$ cat src/hw/rtl/window_cache_directory_lru_top_assert.svh
// ----------------------------------------------------------------------------
// Window cache directory assertion macros
// Shared concurrent assertion forms for the directory RTL.
// ----------------------------------------------------------------------------
`ifndef WINDOW_CACHE_DIRECTORY_LRU_TOP_ASSERT_SVH
`define WINDOW_CACHE_DIRECTORY_LRU_TOP_ASSERT_SVH

// implication checked on every edge outside reset
`define WCD_ASSERT_IMPL(label, clk, rst, cond, prop, msg) \
   label: assert property (@(posedge clk) disable iff (rst) (cond) |-> (prop)) \
      else $error(msg);

// next-cycle implication
`define WCD_ASSERT_NEXT(label, clk, rst, cond, prop, msg) \
   label: assert property (@(posedge clk) disable iff (rst) (cond) |=> (prop)) \
      else $error(msg);

`endif

$ cat src/hw/rtl/wcd_pkg.sv
// ----------------------------------------------------------------------------
// Window cache directory package
// Commands, status codes, register indexes and shared command/status types.
// ----------------------------------------------------------------------------
`default_nettype none
package wcd_pkg;
   localparam int unsigned MaxSize = 4096;
   localparam int unsigned MaxNpw  = 1024;

   typedef enum logic [1:0] {
      CMD_READ = 2'd0, CMD_WRITE = 2'd1, CMD_FILL = 2'd2, CMD_INVAL = 2'd3
   } cmd_type;

   typedef enum logic [2:0] {
      ST_HIT = 3'd0, ST_MISS = 3'd1, ST_WRITTEN = 3'd2, ST_DONE = 3'd3,
      ST_REFUSED = 3'd4
   } status_type;

   localparam logic [2:0] REG_START = 3'd0;
   localparam logic [2:0] REG_SIZE  = 3'd1;
   localparam logic [2:0] REG_NPW   = 3'd2;
   localparam logic [2:0] REG_WAYS  = 3'd3;
   localparam logic [2:0] REG_INIT  = 3'd4;

   typedef struct packed {
      logic load;     // capture request, compute position
      logic search;   // way search, choose victim
      logic div_init; // start division of fill length
      logic div_step; // divider step, two quotient bits
      logic commit;   // update state, form result
   } cmd_ctl_type;

   typedef struct packed {
      logic div_done;
   } dp_stat_type;
endpackage
`default_nettype wire

$ cat src/hw/rtl/wcd_ctrl.sv
// ----------------------------------------------------------------------------
// Window cache directory controller
// Sequences load, search, division and commit for one request at a time.
// ----------------------------------------------------------------------------
`default_nettype none
module wcd_ctrl (
   input  wire logic                 clock,
   input  wire logic                 reset,
   input  wire logic                 req_valid,
   output logic                      req_stall,
   output logic                      res_load,
   input  wire logic                 res_free,
   output wcd_pkg::cmd_ctl_type      ctl,
   input  wire wcd_pkg::dp_stat_type stat
);
   import wcd_pkg::*;

   typedef enum logic [4:0] {
      S_IDLE = 5'b00001, S_SRCH = 5'b00010, S_DIV = 5'b00100, S_DIVR = 5'b01000,
      S_OUT  = 5'b10000
   } state_type;

   state_type state_ff, state_in;

   assign req_stall = (state_ff != S_IDLE);

   always_comb begin
      state_in = state_ff;
      ctl      = '0;
      res_load = 1'b0;
      unique case (state_ff)
         S_IDLE: begin
            if (req_valid) begin
               ctl.load = 1'b1;
               state_in = S_SRCH;
            end
         end
         S_SRCH: begin
            ctl.search   = 1'b1;
            ctl.div_init = 1'b1;
            state_in     = S_DIV;
         end
         S_DIV: begin
            ctl.div_step = 1'b1;
            if (stat.div_done) state_in = S_DIVR;
         end
         S_DIVR: begin
            state_in = S_OUT;
         end
         S_OUT: begin
            if (res_free) begin
               ctl.commit = 1'b1;
               res_load   = 1'b1;
               state_in   = S_IDLE;
            end
         end
         default: state_in = S_IDLE;
      endcase
   end

   always_ff @(posedge clock) begin
      if (reset) state_ff <= S_IDLE;
      else       state_ff <= state_in;
   end

   `include "window_cache_directory_lru_top_assert.svh"
   `WCD_ASSERT_NEXT(a_load_search, clock, reset, ctl.load, state_ff == S_SRCH, "no search")
   `WCD_ASSERT_IMPL(a_commit_free, clock, reset, ctl.commit, res_free, "commit blocked")
   `WCD_ASSERT_IMPL(a_stall_busy, clock, reset, state_ff != S_IDLE, req_stall, "accept busy")
endmodule
`default_nettype wire

$ cat src/hw/rtl/wcd_datapath.sv
// ----------------------------------------------------------------------------
// Window cache directory datapath
// Configuration, way table, LRU choice, serial divider and result forming.
// ----------------------------------------------------------------------------
`default_nettype none
module wcd_datapath #(
   parameter int unsigned NWAYS = 4,
   parameter int unsigned MIN_ENTRIES_PER_WAY = 4
) (
   input  wire logic                 clock,
   input  wire logic                 reset,
   input  wire logic                 csr_valid,
   input  wire logic [2:0]           csr_index,
   input  wire logic [31:0]          csr_data,
   input  wire logic [1:0]           req_cmd,
   input  wire logic [23:0]          req_entry_index,
   input  wire logic                 req_has_data,
   input  wire logic [22:0]          req_fill_bytes,
   input  wire logic                 req_set_count,
   input  wire logic [23:0]          req_new_count,
   input  wire wcd_pkg::cmd_ctl_type ctl,
   output wcd_pkg::dp_stat_type      stat,
   output logic [2:0]                r_status,
   output logic [1:0]                r_way,
   output logic [21:0]               r_offset,
   output logic [31:0]               r_soff,
   output logic [22:0]               r_req,
   output logic [10:0]               r_loaded,
   output logic [24:0]               r_count
);
   import wcd_pkg::*;

   localparam int WB = (NWAYS > 1) ? $clog2(NWAYS) : 1;
   localparam int CB = $clog2(NWAYS + 1);
   localparam logic [31:0] IntMax = 32'h7FFF_FFFF;

   logic [31:0] start_ff;
   logic [12:0] size_ff;
   logic [10:0] npw_ff;
   logic [2:0]  ways_ff;
   logic [31:0] win_start_ff [NWAYS];
   logic [22:0] win_len_ff   [NWAYS];
   logic [31:0] last_use_ff  [NWAYS];
   logic [31:0] timer_ff;
   logic [CB-1:0] in_use_ff;
   logic [24:0] count_ff;
   logic        pend_ff;
   logic [WB-1:0] pend_way_ff;
   logic [31:0] pend_start_ff;

   logic [1:0]  cmd_ff;
   logic [23:0] ei_ff, newc_ff;
   logic        hd_ff, setc_ff;
   logic [22:0] fill_ff;
   logic [31:0] pos_ff;
   logic        hit_ff;
   logic [WB-1:0] hway_ff, vway_ff;
   logic        vevict_ff;
   logic [22:0] len_ff;
   logic [4:0]  dcnt_ff;
   logic [22:0] wsize_ff;

   logic [12:0] esize;
   logic [10:0] enpw;
   logic [CB-1:0] eways;
   always_comb begin
      esize = (size_ff == 13'd0) ? 13'd1 : (size_ff > 13'(MaxSize)) ? 13'(MaxSize) : size_ff;
      enpw  = (npw_ff < 11'(MIN_ENTRIES_PER_WAY)) ? 11'(MIN_ENTRIES_PER_WAY) : npw_ff;
      if (enpw > 11'(MaxNpw)) enpw = 11'(MaxNpw);
      if (ways_ff == 3'd0) eways = CB'(1);
      else if (32'(ways_ff) > NWAYS) eways = CB'(NWAYS);
      else eways = CB'(ways_ff);
   end

   // search
   logic          hit_c;
   logic [WB-1:0] hway_c, vway_c;
   logic          vfound, vevict_c;
   logic [31:0]   oldest;
   logic [CB-1:0] lim;
   always_comb begin
      hit_c = 1'b0; hway_c = '0; vway_c = '0; vfound = 1'b0; oldest = IntMax;
      vevict_c = 1'b0;
      lim = (in_use_ff < eways) ? in_use_ff : eways;
      for (int w = NWAYS - 1; w >= 0; w--) begin
         if (CB'(w) < in_use_ff && win_len_ff[w] != '0 && pos_ff >= win_start_ff[w] &&
             {1'b0, pos_ff} < {1'b0, win_start_ff[w]} + 33'(win_len_ff[w])) begin
            hit_c = 1'b1; hway_c = WB'(w);
         end
      end
      for (int w = NWAYS - 1; w >= 0; w--)
         if (CB'(w) < lim && win_len_ff[w] == '0) begin vfound = 1'b1; vway_c = WB'(w); end
      if (!vfound && in_use_ff < eways) begin
         vfound = 1'b1; vway_c = WB'(in_use_ff);
      end
      if (!vfound) begin
         vevict_c = 1'b1;
         for (int w = 0; w < NWAYS; w++)
            if (CB'(w) < eways && last_use_ff[w] < oldest) begin
               oldest = last_use_ff[w]; vway_c = WB'(w);
            end
      end
   end

   assign stat.div_done = (dcnt_ff == 5'd0);

   logic [24:0] wr_count;
   assign wr_count = ({1'b0, ei_ff} >= count_ff) ? 25'(ei_ff) + 25'd1 : count_ff;

   always_ff @(posedge clock) begin
      if (ctl.load) begin
         cmd_ff <= req_cmd; ei_ff <= req_entry_index; hd_ff <= req_has_data;
         fill_ff <= req_fill_bytes; setc_ff <= req_set_count; newc_ff <= req_new_count;
         pos_ff <= start_ff + ({8'd0, req_entry_index} * {19'd0, esize});
         wsize_ff <= {12'd0, enpw} * {10'd0, esize};
      end
      if (ctl.search) begin
         hit_ff <= hit_c; hway_ff <= hway_c; vway_ff <= vway_c; vevict_ff <= vevict_c;
         len_ff <= (fill_ff > wsize_ff) ? wsize_ff : fill_ff;
      end
      // pace the controller over the divider steps
      if (ctl.div_init) begin
         dcnt_ff <= 5'd11;
      end else if (ctl.div_step && dcnt_ff != 5'd0) begin
         dcnt_ff <= dcnt_ff - 5'd1;
      end
   end

   // restoring divide of the fill length by the entry size, two bits a cycle
   logic [22:0] dq_ff, dr_ff;
   logic [4:0]  dk_ff;
   logic [23:0] dt1, dt2;
   logic [22:0] dr1, dq1;
   always_comb begin
      dt1 = {dr_ff, dq_ff[22]} - 24'(esize);
      dr1 = dt1[23] ? {dr_ff[21:0], dq_ff[22]} : dt1[22:0];
      dq1 = {dq_ff[21:0], ~dt1[23]};
      dt2 = {dr1, dq1[22]} - 24'(esize);
   end
   always_ff @(posedge clock) begin
      if (ctl.div_init) begin
         dq_ff <= (fill_ff > wsize_ff) ? wsize_ff : fill_ff; dr_ff <= '0; dk_ff <= 5'd0;
      end else if (ctl.div_step || dk_ff < 5'd23) begin
         if (dk_ff < 5'd23) begin
            if (dk_ff == 5'd22) begin
               dr_ff <= dr1; dq_ff <= dq1; dk_ff <= 5'd23;
            end else begin
               dr_ff <= dt2[23] ? {dr1[21:0], dq1[22]} : dt2[22:0];
               dq_ff <= {dq1[21:0], ~dt2[23]};
               dk_ff <= dk_ff + 5'd2;
            end
         end
      end
   end

   // result and state update
   logic [31:0] hstart;
   logic [22:0] flen;
   logic [10:0] nent;
   assign hstart = win_start_ff[hway_ff];
   assign nent = dq_ff[10:0];
   assign flen = {12'd0, nent} * {10'd0, esize};

   always_ff @(posedge clock) begin
      if (ctl.commit) begin
         r_status <= ST_REFUSED; r_way <= '0; r_offset <= '0; r_soff <= '0;
         r_req <= '0; r_loaded <= '0;
         r_count <= count_ff;
         unique case (cmd_type'(cmd_ff))
            CMD_READ: if (!pend_ff) begin
               r_soff <= pos_ff;
               if (hit_ff) begin
                  r_status <= ST_HIT; r_way <= 2'(hway_ff);
                  r_offset <= 22'(pos_ff - hstart); r_loaded <= 11'd1;
               end else begin
                  r_status <= ST_MISS; r_way <= 2'(vway_ff); r_req <= wsize_ff;
               end
            end
            CMD_WRITE: if (!pend_ff) begin
               if (hit_ff || hd_ff) begin
                  r_status <= ST_WRITTEN; r_soff <= pos_ff; r_req <= 23'(esize);
                  r_count <= wr_count;
                  if (hit_ff) begin
                     r_way <= 2'(hway_ff); r_offset <= 22'(pos_ff - hstart);
                  end
               end else r_status <= ST_DONE;
            end
            CMD_FILL: if (pend_ff) begin
               r_status <= ST_DONE; r_way <= 2'(pend_way_ff); r_soff <= pend_start_ff;
               r_req <= len_ff;
               if (len_ff != '0) r_loaded <= nent;
            end
            CMD_INVAL: begin
               r_status <= ST_DONE;
               if (setc_ff) r_count <= 25'(newc_ff);
            end
            default: ;
         endcase
      end
   end

   always_ff @(posedge clock) begin
      if (reset) begin
         start_ff <= '0; size_ff <= 13'd64; npw_ff <= 11'd16; ways_ff <= 3'd4;
         count_ff <= '0; timer_ff <= '0; in_use_ff <= '0; pend_ff <= 1'b0;
         pend_way_ff <= '0; pend_start_ff <= '0;
         for (int w = 0; w < NWAYS; w++) begin
            win_start_ff[w] <= '0; win_len_ff[w] <= '0; last_use_ff[w] <= '0;
         end
      end else begin
         if (csr_valid) begin
            unique case (csr_index)
               REG_START: start_ff <= csr_data;
               REG_SIZE:  size_ff  <= csr_data[12:0];
               REG_NPW:   npw_ff   <= csr_data[10:0];
               REG_WAYS:  ways_ff  <= csr_data[2:0];
               REG_INIT:  count_ff <= {1'b0, csr_data[23:0]};
               default: ;
            endcase
         end
         if (ctl.commit) begin
            unique case (cmd_type'(cmd_ff))
               CMD_READ: if (!pend_ff) begin
                  if (hit_ff) begin
                     timer_ff <= timer_ff + 32'd1;
                     last_use_ff[hway_ff] <= timer_ff + 32'd1;
                  end else begin
                     if (vevict_ff) begin
                        win_start_ff[vway_ff] <= '0; win_len_ff[vway_ff] <= '0;
                        last_use_ff[vway_ff] <= '0;
                     end
                     pend_ff <= 1'b1; pend_way_ff <= vway_ff; pend_start_ff <= pos_ff;
                  end
               end
               CMD_WRITE: if (!pend_ff) begin
                  if (hit_ff) begin
                     timer_ff <= timer_ff + 32'd1;
                     last_use_ff[hway_ff] <= timer_ff + 32'd1;
                  end
                  if (hit_ff || hd_ff) count_ff <= wr_count;
               end
               CMD_FILL: if (pend_ff) begin
                  pend_ff <= 1'b0;
                  if (len_ff != '0) begin
                     win_start_ff[pend_way_ff] <= pend_start_ff;
                     win_len_ff[pend_way_ff] <= flen;
                     timer_ff <= timer_ff + 32'd1;
                     last_use_ff[pend_way_ff] <= timer_ff + 32'd1;
                     if (in_use_ff < eways) in_use_ff <= in_use_ff + CB'(1);
                  end
               end
               CMD_INVAL: begin
                  for (int w = 0; w < NWAYS; w++) begin
                     win_start_ff[w] <= '0; win_len_ff[w] <= '0; last_use_ff[w] <= '0;
                  end
                  pend_ff <= 1'b0;
                  if (setc_ff) count_ff <= 25'(newc_ff);
               end
               default: ;
            endcase
         end
      end
   end

   `include "window_cache_directory_lru_top_assert.svh"
   `WCD_ASSERT_IMPL(a_use_bound, clock, reset, 1'b1, in_use_ff <= CB'(NWAYS), "ways overrun")
   `WCD_ASSERT_NEXT(a_div_done, clock, reset, ctl.div_init, dk_ff == 5'd0, "divider start")
   `WCD_ASSERT_IMPL(a_commit_div, clock, reset, ctl.commit, dk_ff == 5'd23, "divider busy")
endmodule
`default_nettype wire

$ cat src/hw/rtl/window_cache_directory_lru_top.sv
// ----------------------------------------------------------------------------
// Window cache directory with LRU replacement
// Fully associative directory of windows over a backing store.
// ----------------------------------------------------------------------------
// Usage:
//   req_* carries one command (read, write, fill completion, invalidate);
//   a transfer takes place when req_valid is high and req_stall low.
//   rsp_* returns exactly one result per command; the receiver holds
//   rsp_stall high to hold it, the payload then stays unchanged.
//   csr_* writes a register by index; the user must write only while the
//   block is idle, as the block itself does not enforce it. One command
//   at a time: load, search, a two-bit-per-cycle divider over the fill
//   length, one settle state and commit. Every command passes the
//   divider; a new transfer is taken only after the last result commits.
//   A finished result waits in the controller while the output register
//   still holds an earlier result under rsp_stall; req_stall stays high.
//   Synchronous reset empties every window, restores register defaults
//   and drops any pending fill; no clearing pass is needed.
// ----------------------------------------------------------------------------
`default_nettype none
module window_cache_directory_lru_top #(
   parameter int unsigned NWAYS = 4,
   parameter int unsigned MIN_ENTRIES_PER_WAY = 4
) (
   input  wire logic        clock,
   input  wire logic        reset,
   input  wire logic        csr_valid,
   output logic             csr_ready,
   input  wire logic [2:0]  csr_index,
   input  wire logic [31:0] csr_data,
   input  wire logic        req_valid,
   output logic             req_stall,
   input  wire logic [1:0]  req_cmd,
   input  wire logic [23:0] req_entry_index,
   input  wire logic        req_has_data,
   input  wire logic [22:0] req_fill_bytes,
   input  wire logic        req_set_count,
   input  wire logic [23:0] req_new_count,
   output logic             rsp_valid,
   input  wire logic        rsp_stall,
   output logic [2:0]       rsp_status,
   output logic [1:0]       rsp_way,
   output logic [21:0]      rsp_offset_in_way,
   output logic [31:0]      rsp_store_offset,
   output logic [22:0]      rsp_request_bytes,
   output logic [10:0]      rsp_entries_loaded,
   output logic [24:0]      rsp_entry_count
);
   import wcd_pkg::*;

   cmd_ctl_type ctl;
   dp_stat_type stat;
   logic        res_load, res_free, rsp_valid_ff;

   assign csr_ready = 1'b1;
   assign res_free  = !rsp_valid_ff || !rsp_stall;
   assign rsp_valid = rsp_valid_ff;

   always_ff @(posedge clock) begin
      if (reset) rsp_valid_ff <= 1'b0;
      else if (res_load) rsp_valid_ff <= 1'b1;
      else if (!rsp_stall) rsp_valid_ff <= 1'b0;
   end

   wcd_ctrl u_ctrl (
      .clock, .reset, .req_valid, .req_stall, .res_load, .res_free, .ctl, .stat
   );

   wcd_datapath #(.NWAYS(NWAYS), .MIN_ENTRIES_PER_WAY(MIN_ENTRIES_PER_WAY)) u_dp (
      .clock, .reset, .csr_valid, .csr_index, .csr_data,
      .req_cmd, .req_entry_index, .req_has_data, .req_fill_bytes,
      .req_set_count, .req_new_count, .ctl, .stat,
      .r_status(rsp_status), .r_way(rsp_way), .r_offset(rsp_offset_in_way),
      .r_soff(rsp_store_offset), .r_req(rsp_request_bytes),
      .r_loaded(rsp_entries_loaded), .r_count(rsp_entry_count)
   );
endmodule
`default_nettype wire

$ cat config.mk
export PLATFORM = sky130hd
export DESIGN_NAME = window_cache_directory_lru_top
export DESIGN_NICKNAME = d
export VERILOG_FILES = /design/src/hw/rtl/wcd_pkg.sv /design/src/hw/rtl/wcd_ctrl.sv /design/src/hw/rtl/wcd_datapath.sv /design/src/hw/rtl/window_cache_directory_lru_top.sv
export VERILOG_INCLUDE_DIRS = /design/src /design/src/hw/rtl
export SDC_FILE = /design/constraint.sdc
export NUM_CORES = 2
export LEC_CHECK = 0
export BUFFER_PORTS_ARGS = -buffer_cell sky130_fd_sc_hd__buf_2
export CORE_MARGIN = 5
export CORE_UTILIZATION = 60
export DETAILED_ROUTE_END_ITERATION = 10
export PLACE_DENSITY = 0.73
export SLEW_MARGIN = 25
export SYNTH_ARGS = -nofsm -noshare
export SYNTH_HDL_FRONTEND = slang
export SYNTH_SLANG_ARGS = --single-unit
$ cat constraint.sdc
create_clock -name clock -period 9.25 [get_ports clock]
set_input_delay 1.3875 -clock clock [delete_from_list [all_inputs] [get_ports clock]]
set_output_delay 1.3875 -clock clock [all_outputs]
set_load 0.02 [all_outputs]
* Word level (Yosys, flattened, before mapping)
Memories as Yosys holds them, arrays and structs flattened. Index checks and enable logic that the tools add are counted.
Storage, ports and cells: bits in registers 493, latch bits 0, RAM bits 348, ROM bits 0, bits of input ports 115, output and inout bits 121, logic and storage cells 367, memories kept 3
Memories:
- u_dp.last_use_ff | words 4, width 32, rd ports 4, clocked after memory_dff 0, write ports 4, line wcd_datapath.sv:43 | logic [31:0] last_use_ff [NWAYS];
- u_dp.win_start_ff | words 4, width 32, rd ports 5, clocked after memory_dff 0, write ports 4, line wcd_datapath.sv:41 | logic [31:0] win_start_ff [NWAYS];
- u_dp.win_len_ff | words 4, width 23, rd ports 4, clocked after memory_dff 0, write ports 4, line wcd_datapath.sv:42 | logic [22:0] win_len_ff [NWAYS];
Cells by class: $add $sub $neg 13, multipliers 3, divide/modulo/power cells 0, $lt $le $gt $ge 32, equality and inequality tests 22, shift-type cells 0, multiplexer cells 171, bitwise gates (word level) 17, reduce and logical (&&, ||, !) cells 69
Operator list (count):
- two-way mux 32 bit | 28
- two-way mux 23 bit | 18
- two-way mux 25 bit | 10
- OR reduction 32 bit | 5
- adder 32 x 23 -> 33 bit | 4
- less-than comparator 32 x 33 -> 1 bit | 4
- greater-or-equal comparator 32 bit | 4
- nonzero test 23 bit | 5
- one-hot mux 25 bit (2 select lines) | 2
- less-than comparator 32 bit | 3
- one-hot mux 32 bit (3 select lines) | 1
- logical NOT 23 bit | 4
- two-way mux 22 bit | 4
- one-hot mux 23 bit (3 select lines) | 1
- one-hot mux 32 bit (2 select lines) | 1
- two-way mux 1 bit | 56
- two-way mux 11 bit | 5
- two-way mux 2 bit | 26
- subtractor 24 x 13 -> 24 bit | 2
- multiplier 11 x 13 -> 23 bit | 2
- OR reduction 23 bit | 2
- one-hot mux 22 bit (2 select lines) | 1
- two-way mux 13 bit | 3
- adder 32 x 1 -> 32 bit (second input constant) | 1
- 56 further kinds | 135

* Longest topological paths before layout
word-level depth 27, gate-level depth with buffers 44, depth with buffers taken out 38

* Modules after synthesis
From an unflattened synthesis, not the netlist that was laid out.
Second synthesis, totals: cell total of the unflattened synthesis 7286, area total of the unflattened synthesis 69157.6 µm²
Modules (own cells, without submodules):
- wcd_datapath | times used 1, cells an instance 7238, area each 68757.2 µm², seq. area each 23202.3 µm²
- wcd_ctrl | times used 1, cells an instance 42, area each 356.6 µm², seq. area each 100.1 µm²
- window_cache_directory_lru_top | times used 1, cells an instance 6, area each 43.8 µm², seq. area each 20.0 µm²

* Worst setup path before layout
OpenSTA, ideal clock, no wires.
kind reg-to-reg, from mem u_dp.last_use_ff[0][31], to reg u_dp.vway_ff[1] (data pin), setup time 152 ps, data arrival time 8172 ps, required time 9098 ps, path slack 926 ps, stages on the path, launching flop included 45, path buffers 6, period minus slack after synthesis 8324 ps, path through edfxtp_1 nand4b_1 nor4_1 a21o_1 clkbuf_1 buf_1 nor2_1 ha_1 nand4_1 nor3_1 nand4_1 o41a_1 o31ai_1 a2111o_1 clkbuf_1 clkbuf_1 nand2_1 o21ai_0 (+9 left out) a311oi_1 clkbuf_1 clkbuf_1 nand2_1 o21a_1 ha_1 a21o_1 a21o_1 a21o_1 a21o_1 a21o_1 a21oi_1 nor2b_1 o21ai_0 a31oi_1 nor3b_1 o21bai_1 a31oi_1
RTL lines:
- from (decl) | line wcd_datapath.sv:43
- to (signal assigned) | line wcd_datapath.sv:118 | hit_ff <= hit_c; hway_ff <= hway_c; vway_ff <= vway_c; vevict_ff <= vevict_c;
- to (decl) | line wcd_datapath.sv:57 | logic [WB-1:0] hway_ff, vway_ff;

==> impl_metrics.ini <==
[clock_network]
h-tree-depth = 3
insertion_delay_ns = 0.72
clockBufferDepth = 3
root_buffer = clkbuf_16
cts.sink_count = 841
cts_made_buffers = 96
cts_tree = done
clk_pin_slew_ns = 0.06

[worst_setup_path]
r2r_start = u_dp.last_use_ff[0][8]$_SDFFCE_PN0P_
arrival_ns = 9.20
crit_slowest_cell = a2111o_2
critical_path_class = reg -> reg
path_max_fanout = 17
ff2ff_setup_slack_ns = 0.61
r2r-end = u_dp.vway_ff[1]$_DFFE_PP_
cp-start-kind = flop
worst-r2r-cell-count = 41
slowest_delay_ns = 0.60
end_kind = flop
cp_common_cell = a21o_1
crit_required_ns = 9.81

[die]
coreArea_um2 = 115900
io_pins = 236
die_h_um = 351.0
die_area_um2 = 123200
rows = 125
start_util_pct = 60.18
dieWidth_um = 351.0

[timing]
tightest_slew_ns = 1.092
slew_viol_final = 0
fin_crit_sh_pct = 93.46
fmax_mhz = 115.7
period_needed_ns = 8.645
finalSetupTns_ns = 0
setup_viol = 0
finalHoldViolCount = 0
rsz0062_at_grt = no
max-slew-margin-rel_pct = 26.52
skew_ns = 0.02816

[pwr]
power.leakage_nw = 33.17
ir_drop_uv = 173.1
p_total_mw = 13.59
power.density_nw_per_um2 = 178.8

[worst_hold_path]
hold_depth = 2
hold_start = u_dp.start_ff[5]$_SDFFE_PP0P_
min_to = u_dp.start_ff[5]$_SDFFE_PP0P_
hp-class = reg -> reg

[grt]
grt.total_usage_pct = 34.19
grt_pass1_wl_um = 324900
grt_max_degree = 97
antenna_found_initial = 7
grt_pass1_vias = 56653
grt.overflow.total = 0

[route]
dr.pass1.iters = 9
viasPerCell = 6.188
antenna_left = 0
num_vias = 56344
drt_wl_total_um = 211600
wire_per_inst_um = 23.23
drc = 0
drt_iter0_drc = 5323

[logic_synthesis]
async_flop_share_pct = 0
synth-edff-count = 648
synth.most_common_cell = nand2_1
netlist_area_um2 = 69750
yosysTopAreaCellShare_pct = 27.90
synth_commonest_cells = 1036 x nand2_1, 734 x inv_1, 722 x ha_1, 705 x nor2_1, 648 x edfxtp_1
ys_seq_area_share_pct = 33.44
yosys-top-cells-area = edfxtp_1 28%, fa_1 13%, ha_1 13%, nand2_1 5.6%, dfxtp_1 5.5%
synthFlopType = edfxtp_1
syn_inst = 7364
synth_area_leader_cell = edfxtp_1
yosysWarnings = 0
avgSynthCellArea_um2 = 9.472
synthDistinctLibCells = 92
ys_ff_latch = 841

[finish]
fill_cells = 9414
drive_above_1_share_pct = 8.223
fin_nets = 8792
area_delta_synth_final_pct = 8.993

[place]
dp_hpwl_um = 160200
numPortBuffers = 234
place.gp.congestion = 0.9996

[flow_run]
max_cap_violations = 0

[status]
status = finished clean
[layer usage]
| metal | routed length [um] | global-route usage, % | share of wire [%] |
|---|---|---|---|
| met1 | 83490 | 44.29 | 39 |
| met2 | 96490 | 55.05 | 46 |
| met3 | 18460 | 6.357 | 8.7 |
| met4 | 13070 | 18.00 | 6.2 |
| met5 | 57 | 0 | 0.027 |
[worst max-delay path by stage]
stage | startpoint | endpoint
CTS | u_dp.last_use_ff[0][31]$_SDFFCE_PN0P_ | u_dp.vway_ff[0]$_DFFE_PP_
global route | u_dp.last_use_ff[0][8]$_SDFFCE_PN0P_ | u_dp.vway_ff[1]$_DFFE_PP_
global placement | u_dp.last_use_ff[0][31]$_SDFFCE_PN0P_ | u_dp.vway_ff[1]$_DFFE_PP_
finish | u_dp.last_use_ff[0][8]$_SDFFCE_PN0P_ | u_dp.vway_ff[1]$_DFFE_PP_
detailed placement | u_dp.last_use_ff[0][31]$_SDFFCE_PN0P_ | u_dp.vway_ff[0]$_DFFE_PP_
floorplan | u_dp.last_use_ff[0][31]$_SDFFCE_PN0P_ | u_dp.vway_ff[1]$_DFFE_PP_
[state kept, by name, summed over array words and instances, names as in the netlist, 25 cells and up]
register	flops
u_dp.count_ff	25
u_dp.pend_start_ff	32
u_dp.win_len_ff	92
u_dp.r_soff	32
u_dp.pos_ff	32
u_dp.timer_ff	32
u_dp.last_use_ff	128
u_dp.win_start_ff	128
u_dp.start_ff	32
u_dp.r_count	25
[cell type report]
class	instances	area [um^2]	area share [%]
multi-input cells	5481	42730	56.20
flip-flops and latches	841	23320	30.68
inverters	736	2769	3.642
clock buffers	114	2552	3.358
repair buffers	337	1958	2.576
well taps	1524	1907	2.508
clock inverters	67	769.5	1.012
diodes	6	15.01	0.01975
[power by group]
| part | switching (mW) | internal (mW) |
|---|---|---|
| clock network | 1.68 | 2.37 |
| registers | 0.479 | 4.42 |
| logic | 2.75 | 1.89 |
[logic make-up after synthesis]
kind of cell             Yosys count  synth area share (%)
AND/OR/NAND/NOR                 2498                 16.00
AO/OA/AOI/OAI                   1378                 12.79
adder cells (fa/ha/maj)         1184                 26.21
buffers and inverters           1043                 5.643
flip-flops                       841                 33.44
XOR/XNOR                         313                 3.941
multiplexers                     106                 1.971
other                              1              0.005376
[repair_timing]
item,CTS,global route
resized for setup,0,6
endpoints found under the setup margin,0,2
hold buffers,0,0
buffers inserted,0,1
[stage by stage]
stage,instances,setup slack (ns),util (%),hold slack (ns),instance area (um^2)
2_1_floorplan,7365,0.9258,-,0.4122,69750
5_1_grt,9101,0.04122,65.59,0.4888,76010
3_5_place_dp,8918,0.2216,62.68,0.4537,72640
4_1_cts,9099,0.1552,65.55,0.4621,75970
6_report,9106,0.6050,65.60,0.4562,76020
3_3_place_gp,8918,0.3208,62.68,0.4270,72640
[placed cells by master (no fill, tap or decap), types with 193 or more instances in the layout]
master,Yosys,layout
inv_1,734,733
edfxtp_1,648,648
ha_1,722,722
buf_2,2,233
nor2_1,705,702
a21o_1,194,193
fa_1,462,462
o21ai_0,259,258
a21oi_1,418,418
nand2_1,1036,1031
[worst max-delay path, delay by kind of cell, from the launching register on]
family                     cells  cell delay [ns]
AOI/OAI and AO/OA             23             4.76
adders and majority gates      3             0.89
buffers and inverters          4             0.85
DFF                            1             0.37
and+or+nand+nor               11             1.63
(Power assumes the default switching activity.)
